[src/design/ccpe_pkg.sv]
`timescale 1ns / 1ps

package ccpe_pkg;

   localparam logic [7:0] TAG_UTF8                 = 8'd1;
   localparam logic [7:0] TAG_INTEGER              = 8'd3;
   localparam logic [7:0] TAG_FLOAT                = 8'd4;
   localparam logic [7:0] TAG_LONG                 = 8'd5;
   localparam logic [7:0] TAG_DOUBLE               = 8'd6;
   localparam logic [7:0] TAG_CLASS                = 8'd7;
   localparam logic [7:0] TAG_STRING               = 8'd8;
   localparam logic [7:0] TAG_FIELD_REF            = 8'd9;
   localparam logic [7:0] TAG_METHOD_REF           = 8'd10;
   localparam logic [7:0] TAG_INTERFACE_METHOD_REF = 8'd11;
   localparam logic [7:0] TAG_NAME_AND_TYPE        = 8'd12;
   localparam logic [7:0] TAG_METHOD_HANDLE        = 8'd15;
   localparam logic [7:0] TAG_METHOD_TYPE          = 8'd16;
   localparam logic [7:0] TAG_INVOKE_DYNAMIC       = 8'd18;
   localparam logic [7:0] TAG_END                  = 8'hFF;

   localparam logic [1:0] ERR_NONE    = 2'd0;
   localparam logic [1:0] ERR_END     = 2'd1;
   localparam logic [1:0] ERR_UNKNOWN = 2'd2;

   typedef enum logic [1:0] {
      PH_TAG    = 2'd0,
      PH_FIRST  = 2'd1,
      PH_SECOND = 2'd2,
      PH_TEXT   = 2'd3
   } phase_type;

   typedef struct packed {
      logic       known;
      logic [2:0] first_len;
      logic [2:0] second_len;
   } layout_type;

   typedef struct packed {
      logic [7:0]  entry_tag;
      logic [31:0] value_first;
      logic [31:0] value_second;
      logic [7:0]  text_byte;
      logic        is_text;
      logic        last;
      logic [1:0]  error_code;
   } result_type;

   function automatic layout_type tag_layout(input logic [7:0] tag);
      layout_type lay;
      lay = '{known: 1'b1, first_len: 3'd0, second_len: 3'd0};
      case (tag)
         TAG_UTF8, TAG_CLASS, TAG_STRING, TAG_METHOD_TYPE: begin
            lay.first_len = 3'd2;
         end
         TAG_INTEGER, TAG_FLOAT: begin
            lay.first_len = 3'd4;
         end
         TAG_LONG, TAG_DOUBLE: begin
            lay.first_len  = 3'd4;
            lay.second_len = 3'd4;
         end
         TAG_FIELD_REF, TAG_METHOD_REF, TAG_INTERFACE_METHOD_REF,
         TAG_NAME_AND_TYPE, TAG_INVOKE_DYNAMIC: begin
            lay.first_len  = 3'd2;
            lay.second_len = 3'd2;
         end
         TAG_METHOD_HANDLE: begin
            lay.first_len  = 3'd1;
            lay.second_len = 3'd2;
         end
         default: begin
            lay.known = 1'b0;
         end
      endcase
      return lay;
   endfunction

endpackage

[src/design/ccpe_parser.sv]
`timescale 1ns / 1ps

module ccpe_parser (
   input  logic                clock,
   input  logic                reset,
   input  logic                take,
   input  logic [7:0]          data_byte,
   output logic                res_valid,
   output ccpe_pkg::result_type res
);
   import ccpe_pkg::*;

   phase_type   phase_ff, phase_in;
   logic [7:0]  tag_held_ff, tag_held_in;
   logic [2:0]  count_ff, count_in;
   logic [15:0] remaining_ff, remaining_in;
   logic [31:0] acc_first_ff, acc_first_in;
   logic [31:0] acc_second_ff, acc_second_in;
   logic [1:0]  fault_ff, fault_in;
   layout_type  lay_new;
   layout_type  lay_held;

   always_ff @(posedge clock) begin
      if (reset) begin
         phase_ff      <= PH_TAG;
         tag_held_ff   <= '0;
         count_ff      <= '0;
         remaining_ff  <= '0;
         acc_first_ff  <= '0;
         acc_second_ff <= '0;
         fault_ff      <= ERR_NONE;
      end else begin
         phase_ff      <= phase_in;
         tag_held_ff   <= tag_held_in;
         count_ff      <= count_in;
         remaining_ff  <= remaining_in;
         acc_first_ff  <= acc_first_in;
         acc_second_ff <= acc_second_in;
         fault_ff      <= fault_in;
      end
   end

   always_comb begin
      lay_new       = tag_layout(data_byte);
      lay_held      = tag_layout(tag_held_ff);
      phase_in      = phase_ff;
      tag_held_in   = tag_held_ff;
      count_in      = count_ff;
      remaining_in  = remaining_ff;
      acc_first_in  = acc_first_ff;
      acc_second_in = acc_second_ff;
      fault_in      = fault_ff;
      res_valid     = 1'b0;
      res           = '0;
      res.entry_tag = tag_held_ff;
      if (take) begin
         if (fault_ff != ERR_NONE) begin
            res_valid      = 1'b1;
            res.last       = 1'b1;
            res.error_code = fault_ff;
         end else begin
            case (phase_ff)
               PH_TAG: begin
                  tag_held_in   = data_byte;
                  count_in      = '0;
                  acc_first_in  = '0;
                  acc_second_in = '0;
                  remaining_in  = '0;
                  if (!lay_new.known) begin
                     fault_in       = (data_byte == TAG_END) ? ERR_END : ERR_UNKNOWN;
                     res_valid      = 1'b1;
                     res.entry_tag  = data_byte;
                     res.last       = 1'b1;
                     res.error_code = fault_in;
                  end else begin
                     phase_in = PH_FIRST;
                  end
               end
               PH_FIRST: begin
                  acc_first_in = {acc_first_ff[23:0], data_byte};
                  count_in     = count_ff + 3'd1;
                  if (count_in >= lay_held.first_len) begin
                     count_in = '0;
                     if (tag_held_ff == TAG_UTF8) begin
                        remaining_in    = acc_first_in[15:0];
                        phase_in        = (remaining_in == '0) ? PH_TAG : PH_TEXT;
                        res_valid       = 1'b1;
                        res.value_first = acc_first_in;
                        res.last        = (remaining_in == '0);
                     end else if (lay_held.second_len == 3'd0) begin
                        phase_in        = PH_TAG;
                        res_valid       = 1'b1;
                        res.value_first = acc_first_in;
                        res.last        = 1'b1;
                     end else begin
                        phase_in = PH_SECOND;
                     end
                  end
               end
               PH_SECOND: begin
                  acc_second_in = {acc_second_ff[23:0], data_byte};
                  count_in      = count_ff + 3'd1;
                  if (count_in >= lay_held.second_len) begin
                     count_in         = '0;
                     phase_in         = PH_TAG;
                     res_valid        = 1'b1;
                     res.value_first  = acc_first_ff;
                     res.value_second = acc_second_in;
                     res.last         = 1'b1;
                  end
               end
               PH_TEXT: begin
                  if (remaining_ff != '0) begin
                     remaining_in    = remaining_ff - 16'd1;
                     if (remaining_in == '0) begin
                        phase_in = PH_TAG;
                     end
                     res_valid       = 1'b1;
                     res.value_first = acc_first_ff;
                     res.text_byte   = data_byte;
                     res.is_text     = 1'b1;
                     res.last        = (remaining_in == '0);
                  end else begin
                     phase_in = PH_TAG;
                  end
               end
               default: begin
                  phase_in = PH_TAG;
               end
            endcase
         end
      end
   end

endmodule

[src/design/ccpe_out_buf.sv]
`timescale 1ns / 1ps

module ccpe_out_buf (
   input  logic                 clock,
   input  logic                 reset,
   input  logic                 in_valid,
   input  ccpe_pkg::result_type in_data,
   input  logic                 out_ready,
   output logic                 out_valid,
   output ccpe_pkg::result_type out_data,
   output logic                 skid_full
);
   import ccpe_pkg::*;

   logic       main_valid_ff, main_valid_in;
   logic       skid_valid_ff, skid_valid_in;
   result_type main_ff, main_in;
   result_type skid_ff, skid_in;
   logic       main_free;

   always_ff @(posedge clock) begin
      if (reset) begin
         main_valid_ff <= 1'b0;
         skid_valid_ff <= 1'b0;
      end else begin
         main_valid_ff <= main_valid_in;
         skid_valid_ff <= skid_valid_in;
      end
      main_ff <= main_in;
      skid_ff <= skid_in;
   end

   always_comb begin
      main_free     = !main_valid_ff || out_ready;
      main_valid_in = main_valid_ff;
      skid_valid_in = skid_valid_ff;
      main_in       = main_ff;
      skid_in       = skid_ff;
      if (main_free) begin
         if (skid_valid_ff) begin
            main_valid_in = 1'b1;
            main_in       = skid_ff;
            skid_valid_in = in_valid;
            skid_in       = in_data;
         end else begin
            main_valid_in = in_valid;
            main_in       = in_data;
         end
      end else if (in_valid) begin
         skid_valid_in = 1'b1;
         skid_in       = in_data;
      end
   end

   assign out_valid = main_valid_ff;
   assign out_data  = main_ff;
   assign skid_full = skid_valid_ff;

endmodule

[src/design/class_constant_pool_entry_parser_top.sv]
`timescale 1ns / 1ps

// Constant pool parser: takes one class file constant pool byte per cycle while
// req_ready is high and returns one result per completed entry, per UTF8 text
// byte and, once an end tag or unknown tag has been seen, per byte until reset.
// Each result is registered in the output buffer before it shows on rsp_; a
// two-entry output register lets bytes keep flowing while a result waits, so
// req_ready falls only when both output entries are held by a stalled consumer.
module class_constant_pool_entry_parser_top (
   input  logic        clock,
   input  logic        reset,
   input  logic        req_valid,
   output logic        req_ready,
   input  logic [7:0]  req_data_byte,
   output logic        rsp_valid,
   input  logic        rsp_ready,
   output logic [7:0]  rsp_entry_tag,
   output logic [31:0] rsp_value_first,
   output logic [31:0] rsp_value_second,
   output logic [7:0]  rsp_text_byte,
   output logic        rsp_is_text,
   output logic        rsp_last,
   output logic [1:0]  rsp_error_code
);
   import ccpe_pkg::*;

   logic       take;
   logic       res_valid;
   result_type res;
   result_type out_data;
   logic       skid_full;

   assign req_ready = !skid_full;
   assign take      = req_valid && req_ready;

   ccpe_parser u_parser (
      .clock     (clock),
      .reset     (reset),
      .take      (take),
      .data_byte (req_data_byte),
      .res_valid (res_valid),
      .res       (res)
   );

   ccpe_out_buf u_out_buf (
      .clock     (clock),
      .reset     (reset),
      .in_valid  (res_valid),
      .in_data   (res),
      .out_ready (rsp_ready),
      .out_valid (rsp_valid),
      .out_data  (out_data),
      .skid_full (skid_full)
   );

   assign rsp_entry_tag    = out_data.entry_tag;
   assign rsp_value_first  = out_data.value_first;
   assign rsp_value_second = out_data.value_second;
   assign rsp_text_byte    = out_data.text_byte;
   assign rsp_is_text      = out_data.is_text;
   assign rsp_last         = out_data.last;
   assign rsp_error_code   = out_data.error_code;

   a_skid_needs_main: assert property (@(posedge clock) disable iff (reset)
      skid_full |-> rsp_valid)
      else $error("output skid entry held while the main entry is empty");

   a_error_is_last: assert property (@(posedge clock) disable iff (reset)
      (rsp_valid && rsp_error_code != ERR_NONE) |-> (rsp_last && !rsp_is_text))
      else $error("error transaction not marked as last");

   a_text_is_utf8: assert property (@(posedge clock) disable iff (reset)
      (rsp_valid && rsp_is_text) |-> (rsp_entry_tag == TAG_UTF8 &&
                                      rsp_error_code == ERR_NONE))
      else $error("text transaction carries a non-UTF8 tag");

   a_fault_answers: assert property (@(posedge clock) disable iff (reset)
      (rsp_valid && rsp_error_code != ERR_NONE && rsp_ready && !skid_full &&
       req_valid) |=> rsp_valid)
      else $error("byte after a fault produced no transaction");

endmodule
[config.mk]
export PLATFORM = sky130hd
export DESIGN_NAME = class_constant_pool_entry_parser_top
export DESIGN_NICKNAME = d
export VERILOG_FILES = /design/src/design/ccpe_pkg.sv /design/src/design/ccpe_parser.sv /design/src/design/ccpe_out_buf.sv /design/src/design/class_constant_pool_entry_parser_top.sv
export SDC_FILE = /design/constraint.sdc
export NUM_CORES = 1
export LEC_CHECK = 0
export CAP_MARGIN = 20
export CORE_UTILIZATION = 30
export CTS_CLUSTER_DIAMETER = 100
export DETAILED_ROUTE_END_ITERATION = 16
export DONT_BUFFER_PORTS = 1
export GPL_TIMING_DRIVEN = 1
export PLACE_DENSITY_LB_ADDON = 0.3
export SYNTH_ARGS = -nofsm -noshare
export SYNTH_HDL_FRONTEND = slang
export SYNTH_SLANG_ARGS = --single-unit
[constraint.sdc]
create_clock -name clock -period 12.5 [get_ports clock]
set_clock_uncertainty 0.2 [all_clocks]
set_input_delay 1.25 -clock clock [delete_from_list [all_inputs] [get_ports clock]]
set_output_delay 1.25 -clock clock [all_outputs]
set_load 0.1 [all_outputs]
==> metrics, run 1 <==
Power Density 162 mW/mm^2; Reg2Reg Setup Slack 8050 ps; DIE HEIGHT 192 um; routed wire length 24.8 mm; CTS resizes 0; Vias 6906; Critical Path Source Type flop; Final Hold Viols 0; initial core utilization 30.4%; GRT Resource Usage Total 13.5%; Tcrit/Tclk final 35.6%; routability cong. 0.825; post-route ant nets 0; clk buf depth 3; first drt pass iteration count 5; CTS sink count 257; worst hold margin 283 ps; top_reg_cell synth edfxtp_1; Slew Limit Fails 0; core area 0.0356 mm^2; cell accounting for the most synthesized area edfxtp_1; clock slew at reported path FFs 60 ps; Worst Hold End u_parser.tag_held_ff[7]$_SDFFE_PP0P_; Hold Buf Count CTS 0; DR WL/cell 18.0 um; Worst-Margin Slew 1080 ps; Yosys reg bits 257; hold_sp u_parser.tag_held_ff[7]$_SDFFE_PP0P_; RSZ-0062 raised after global routing no; number of diodes 0; Post CTS Setup Buffer Count 0; min-delay worst type flop to flop; Leak 4.79 nW; Yosys warning count 0; number of buffers created by CTS 27; sequential fraction of the synthesis area 63.1%; Slew HR 28.1%; initial antenna violation count 0; Synth top cells by count edfxtp_1 (168), nor2_1 (136), a22oi_1 (101), dfxtp_1 (89), a21o_1 (79); IO buf count 0; # setup viols final 0; WP data arrival 4410 ps; syn nets 944; Via-to-Cell Ratio 5.02; Synth top area share 46.6%; Cells after Synth 920; Max Cap Viol 0; delay-heaviest family, CP buffers and inverters; count leader, synth edfxtp_1; Worst Hold Depth 2; Die X 192 um; CP Class flop to flop; number of buffers and inverters on the critical path 3; setup TNS 0 ps; Critical Path Most Common Cell buf_4; Crit path required time 12470 ps; fraction of registers with async set/reset 0%; synth unique cells 60; peak supply drop 0.000134 V; Syn-to-layout area delta 12.0%; Avg Inst Size Synth 11.8 um^2; Final Critical Period 4450 ps; outcome finished clean; vias in the first global route 6670; Worst path slowest cell buf_4; final setup margin 8050 ps; Max Freq 225 MHz; DRC Markers 0; reg2reg path depth 14; CP max FO 43; crit-path cells or3_1, nor3_1, nand2_1, ha_1, a21o_1, a31oi_1, nand2b_1, nor3_2, buf_4, o21a_1, o21ai_0, o21ai_4, buf_4, buf_4; layout cells sized above 1 8.73%; grt ovf 0; hpwl dp 15.5 mm; cell area after synthesis 0.0108 mm^2; I/O Pins 98; dpl ws 7450 ps; largest net degree at the start of global routing 91; H-tree levels 1; Post-synth EDFFs 168; DIE AREA 0.0368 mm^2; Root Driver clkbuf_16; worst skew pair latency 540 ps; Reg2Reg Capture Point u_out_buf.skid_ff[56]$_DFFE_PP_; Cell Rows 69; ranking of synthesized cells by area edfxtp_1 (47%), dfxtp_1 (16%), a22oi_1 (7.0%); max incr delay on CP 570 ps; CP endpoint kind flop; worst flop-to-flop path startpoint u_parser.tag_held_ff[7]$_SDFFE_PP0P_; first-pass GRT wire length 39.0 mm; TritonCTS clock tree built; initial DRC count 444; # nets final 920
==> flip-flops by register name, indices dropped and copies added, names as in the netlist <==
signal	cells
u_out_buf.out_data	84
u_out_buf.skid_ff	84
u_parser.acc_first_ff	32
u_parser.acc_second_ff	24
u_parser.remaining_ff	16
u_parser.tag_held_ff	8
u_parser.count_ff	3
u_parser.fault_ff	2
u_parser.phase_ff	2
u_out_buf.out_valid	1
u_out_buf.skid_full	1
==> power by group <==
| part | switching, W | internal, W |
|---|---|---|
| sequential | 0.000170 | 0.000942 |
| combinational | 0.0000705 | 0.0000359 |
| clock | 0.000319 | 0.000426 |
==> how the worst max path moves through the flow <==
stage                                            to  slack (ps)  cells past startpoint                                  from
global placement    u_out_buf.skid_ff[56]$_DFFE_PP_        7530                     14  u_parser.tag_held_ff[0]$_SDFFE_PP0P_
detailed placement  u_out_buf.skid_ff[56]$_DFFE_PP_        7450                     14  u_parser.tag_held_ff[0]$_SDFFE_PP0P_
floorplan            u_out_buf.skid_ff[0]$_DFFE_PP_        2170                      2                             rsp_ready
finish              u_out_buf.skid_ff[56]$_DFFE_PP_        8050                     14  u_parser.tag_held_ff[7]$_SDFFE_PP0P_
global route        u_out_buf.skid_ff[68]$_DFFE_PP_        7700                     14  u_parser.tag_held_ff[7]$_SDFFE_PP0P_
CTS                 u_out_buf.skid_ff[56]$_DFFE_PP_        7440                     14  u_parser.tag_held_ff[0]$_SDFFE_PP0P_
==> tightest hold or removal path, cell delays in order, from the launching register on <==
cell	delay, ps
dfxtp_1	330
nand2_1	60
a21oi_1	50
==> layer usage <==
metal	routed length [um]	vias to the layer above	global-route usage, %
met2	11700	143	22.1
met4	467	0	4.03
met3	1080	27	2.38
met1	11500	3391	18.0
li1	-	3345	-
met5	0	-	0
==> cell type report <==
type / instances / area [um^2]
timing repair buffer: 14 / 133
inverter: 12 / 45.0
multi-input combinational: 584 / 3730
clock inverter: 7 / 38.8
sequential: 257 / 6830
fill: 3507 / 23400
clock buffer: 42 / 774
tap: 461 / 577
==> cells in the final DEF (no fill, tap or decap), types with 17 or more instances in the layout <==
cell | Yosys | final
nand2_1 | 54 | 54
o21ai_0 | 19 | 18
nor2_1 | 136 | 135
edfxtp_1 | 168 | 168
a21o_1 | 79 | 79
and2_1 | 41 | 41
clkbuf_16 | 0 | 29
a21oi_1 | 17 | 17
a22oi_1 | 101 | 101
dfxtp_1 | 89 | 88
==> logic make-up after synthesis <==
logic type | Yosys count | synth area share, %
AND/OR/NAND/NOR | 290 | 12.7
AO/OA/AOI/OAI | 257 | 17.6
flip-flops | 257 | 63.1
buffers and inverters | 79 | 2.83
multiplexers | 13 | 1.35
adder cells (fa/ha/maj) | 13 | 1.48
XOR/XNOR | 11 | 0.890
==> metrics by stage <==
step                instance area (um^2)  std cells  power, W  util [%]
finish                             12100       1377   0.00196      34.1
global route                       12100       1377   0.00204      34.1
CTS                                12100       1375   0.00199      34.0
detailed placement                 11300       1326   0.00124      31.7
global placement                   11300       1326   0.00124      31.7
floorplan                          10800        920   0.00122         -
Note: power is estimated with default switching activity, not from simulation.
==> run 2, diff against run 1 <==
==> constraint.sdc (replaced) <==
create_clock -name clock -period 3.7 [get_ports clock]
set_clock_uncertainty 0.2 [all_clocks]
set_input_delay 0.37 -clock clock [delete_from_list [all_inputs] [get_ports clock]]
set_output_delay 0.37 -clock clock [all_outputs]
set_load 0.1 [all_outputs]
==> run 2 against run 1 <==
  * Design area increased by 2.6%
  * Register-to-register slack got worse by 7800 ps
  * Sequential share of layout area is 1.4 points lower
  * Count of clock-buffer cells in the layout is 11 lower
  * First-iteration DRC count is 6.5% higher
  * Critical path type unchanged
  * Largest power group unchanged
==> metrics, run 2 (synthesis results as in run 1) <==
outcome finished clean (unchanged); worst flop-to-flop path startpoint u_parser.tag_held_ff[5]$_SDFFE_PP0P_ (was u_parser.tag_held_ff[7]$_SDFFE_PP0P_); DRC Markers 0 (unchanged); Post-Route Utilization 35.0% (was 34.1%); Register Area 0.00683 mm^2 (about the same); RSZ-0062 raised after global routing no (unchanged); largest net degree at the start of global routing 91 (unchanged); # nets final 943 (was 920); TritonCTS clock tree built (unchanged); Worst Hold Depth 2 (unchanged); CP endpoint kind flop (unchanged); Critical Path Source Type flop (unchanged); grt ovf 0 (unchanged); Post CTS Setup Buffer Count 0 (unchanged); hpwl dp 15.7 mm (was 15.5 mm); initial antenna violation count 0 (unchanged); most frequent cells in the layout edfxtp_1 (168), nor2_1 (135), a22oi_1 (101) (unchanged); Internal 0.00485 W (was 0.00140 W); reg2reg path depth 12 (was 14); GRT Resource Usage Total 14.1% (was 13.5%); clk buf depth 3 (unchanged); Final Critical Period 3460 ps (was 4450 ps); delay-heaviest family, CP compound AO/OA/AOI/OAI gates (was buffers and inverters); core area 0.0356 mm^2 (unchanged); most common cell after layout, fill and taps aside edfxtp_1 (unchanged); crit-path cells or3_4, nor3_2, nand2_1, ha_1, a21o_1, a31oi_1, nand2b_4, nor3_4, o21a_1, o21ai_1, a211oi_1, dlygate4sd3_1 (was or3_1, nor3_1, nand2_1, ha_1, a21o_1, a31oi_1, nand2b_1, nor3_2, buf_4, o21a_1, o21ai_0, o21ai_4, buf_4, buf_4); I/O Pins 98 (unchanged); combinational power share 6.5% (was 5.4%); Final Hold Viols 0 (unchanged); CP Class flop to flop (unchanged); Switching Fraction 29.1% (was 28.5%); Finished Layout Cells 1400 (was 1377); Power Density 549 mW/mm^2 (was 162 mW/mm^2); CP max FO 5 (was 43); WP data arrival 3680 ps (was 4410 ps); Max Cap Viol 0 (unchanged); Die X 192 um (unchanged); number of buffers created by CTS 26 (was 27); Reg2Reg Setup Slack 240 ps (was 8050 ps); initial core utilization 30.4% (unchanged); routed wire length 26.4 mm (was 24.8 mm); Worst-Margin Slew 979 ps (was 1080 ps); # setup viols final 0 (unchanged); Reg2Reg Capture Point u_out_buf.skid_full$_SDFFE_PP0P_ (was u_out_buf.skid_ff[56]$_DFFE_PP_); cell depth of the worst setup path 12 (was 14); number of diodes 0 (unchanged); DP Area 0.0114 mm^2 (was 0.0113 mm^2); Root Driver clkbuf_16 (unchanged); initial DRC count 473 (was 444); routability cong. 0.827 (was 0.825); Slew Limit Fails 0 (unchanged); worst setup path end u_out_buf.skid_full$_SDFFE_PP0P_ (was u_out_buf.skid_ff[56]$_DFFE_PP_); Leak 4.94 nW (was 4.79 nW); dpl cells 1337 (was 1326); max incr delay on CP 570 ps (about the same); H-tree levels 1 (unchanged); IO buf count 0 (unchanged); Seq pwr share 54.8% (was 56.6%); first-pass GRT wire length 40.8 mm (was 39.0 mm); Non-Filler Cell Area, Final 0.0124 mm^2 (was 0.0121 mm^2); Tcrit/Tclk final 93.6% (was 35.6%); Via-to-Cell Ratio 5.12 (was 5.02); Worst path slowest cell dlygate4sd3_1 (was buf_4); vias in the first global route 6811 (was 6670); DR WL/cell 18.9 um (was 18.0 um); Syn-to-layout area delta 15.0% (was 12.0%); CTS sink count 257 (unchanged); Max Freq 289 MHz (was 225 MHz); crit path from u_parser.tag_held_ff[5]$_SDFFE_PP0P_ (was u_parser.tag_held_ff[7]$_SDFFE_PP0P_); Cell Rows 69 (unchanged); worst skew pair latency 530 ps (was 540 ps); Switch Pwr 0.00199 W (was 0.000559 W); Vias 7169 (was 6906); number of buffers and inverters on the critical path 1 (was 3); area of the multi-input gates 0.00376 mm^2 (was 0.00373 mm^2); Clock Power Share 38.7% (was 37.9%); layout cells sized above 1 11.5% (was 8.73%); min-delay worst type input port to flop (was flop to flop); post-route ant nets 0 (unchanged); DIE HEIGHT 192 um (unchanged); setup TNS 0 ps (unchanged); DIE AREA 0.0368 mm^2 (unchanged); peak supply drop 0.000412 V (was 0.000134 V); Slew HR 34.9% (was 28.1%); number of fill cells 3496 (was 3507); Crit path required time 3910 ps (was 12470 ps); clock slew at reported path FFs 70 ps (was 60 ps); first drt pass iteration count 4 (was 5)
run 2: changes by cell type in the layout (fill, tap and decap cells not counted), sizes merged:
cell	previous run	this run
inv	13	14
clkbuf	42	31
buf	14	25
dlygate4sd3	0	13
bufinv	0	2
clkinv	6	9
clkinvlp	0	4
run 2: area by class of cell:
type | count | area share, %
clock buffer | 31 | 5.71
clock inverter | 17 | 1.24
inverter | 12 | 0.362
multi-input combinational | 584 | 30.2
sequential | 257 | 54.9
tap | 461 | 4.64
timing repair buffer | 38 | 2.98
run 2: repair_timing:
item	4_1_cts	5_1_grt
endpoints found under the setup margin	0	1
hold buffers	14	0
endpoints found under the hold margin	136	0
resized for setup	0	1
run 2: worst reg2reg max path, stage by stage (launching register included):
cell and delay (ps):
dfxtp_1 340, or3_4 420, nor3_2 140, nand2_1 80, ha_1 320, a21o_1 180, a31oi_1 290, nand2b_4 220
nor3_4 40, o21a_1 220, o21ai_1 210, a211oi_1 100, dlygate4sd3_1 570
run 2: worst min path at each step:
stage | start | endpoint | slack (ps)
detailed placement | u_parser.tag_held_ff[1]$_SDFFE_PP0P_ | u_parser.tag_held_ff[1]$_SDFFE_PP0P_ | 260
finish | reset | u_parser.acc_second_ff[8]$_SDFFE_PP0P_ | 10
CTS | req_data_byte[0] | u_parser.fault_ff[0]$_SDFFE_PP0P_ | 6
floorplan | u_parser.tag_held_ff[7]$_SDFFE_PP0P_ | u_parser.tag_held_ff[7]$_SDFFE_PP0P_ | 250
global route | reset | u_parser.acc_second_ff[13]$_SDFFE_PP0P_ | 40
global placement | u_parser.tag_held_ff[1]$_SDFFE_PP0P_ | u_parser.tag_held_ff[1]$_SDFFE_PP0P_ | 250
run 2: stage by stage:
stage | power [W] | hold WS (ps) | setup slack, ps
2_1_floorplan | 0.00410 | 251 | -308
3_3_place_gp | 0.00420 | 253 | 361
3_5_place_dp | 0.00421 | 263 | 294
4_1_cts | 0.00691 | 6.25 | 159
5_1_grt | 0.00707 | 37.7 | 28.1
6_report | 0.00683 | 13.9 | 238
run 2: power by group through the flow:
stage	clock, W	combinational (W)	sequential (W)
after floorplan	0	0.000314	0.00378
after global placement	0	0.000394	0.00381
after detailed placement	0	0.000395	0.00381
after CTS	0.00271	0.000448	0.00375
after global routing	0.00282	0.000484	0.00376
final	0.00264	0.000442	0.00375
run 2: per-layer routing:
metal | share of wire [%] | global-route usage, %
met5 | 0 | 0
met4 | 1.7 | 3.48
met3 | 4.7 | 1.96
met1 | 45 | 19.2
met2 | 48 | 23.5
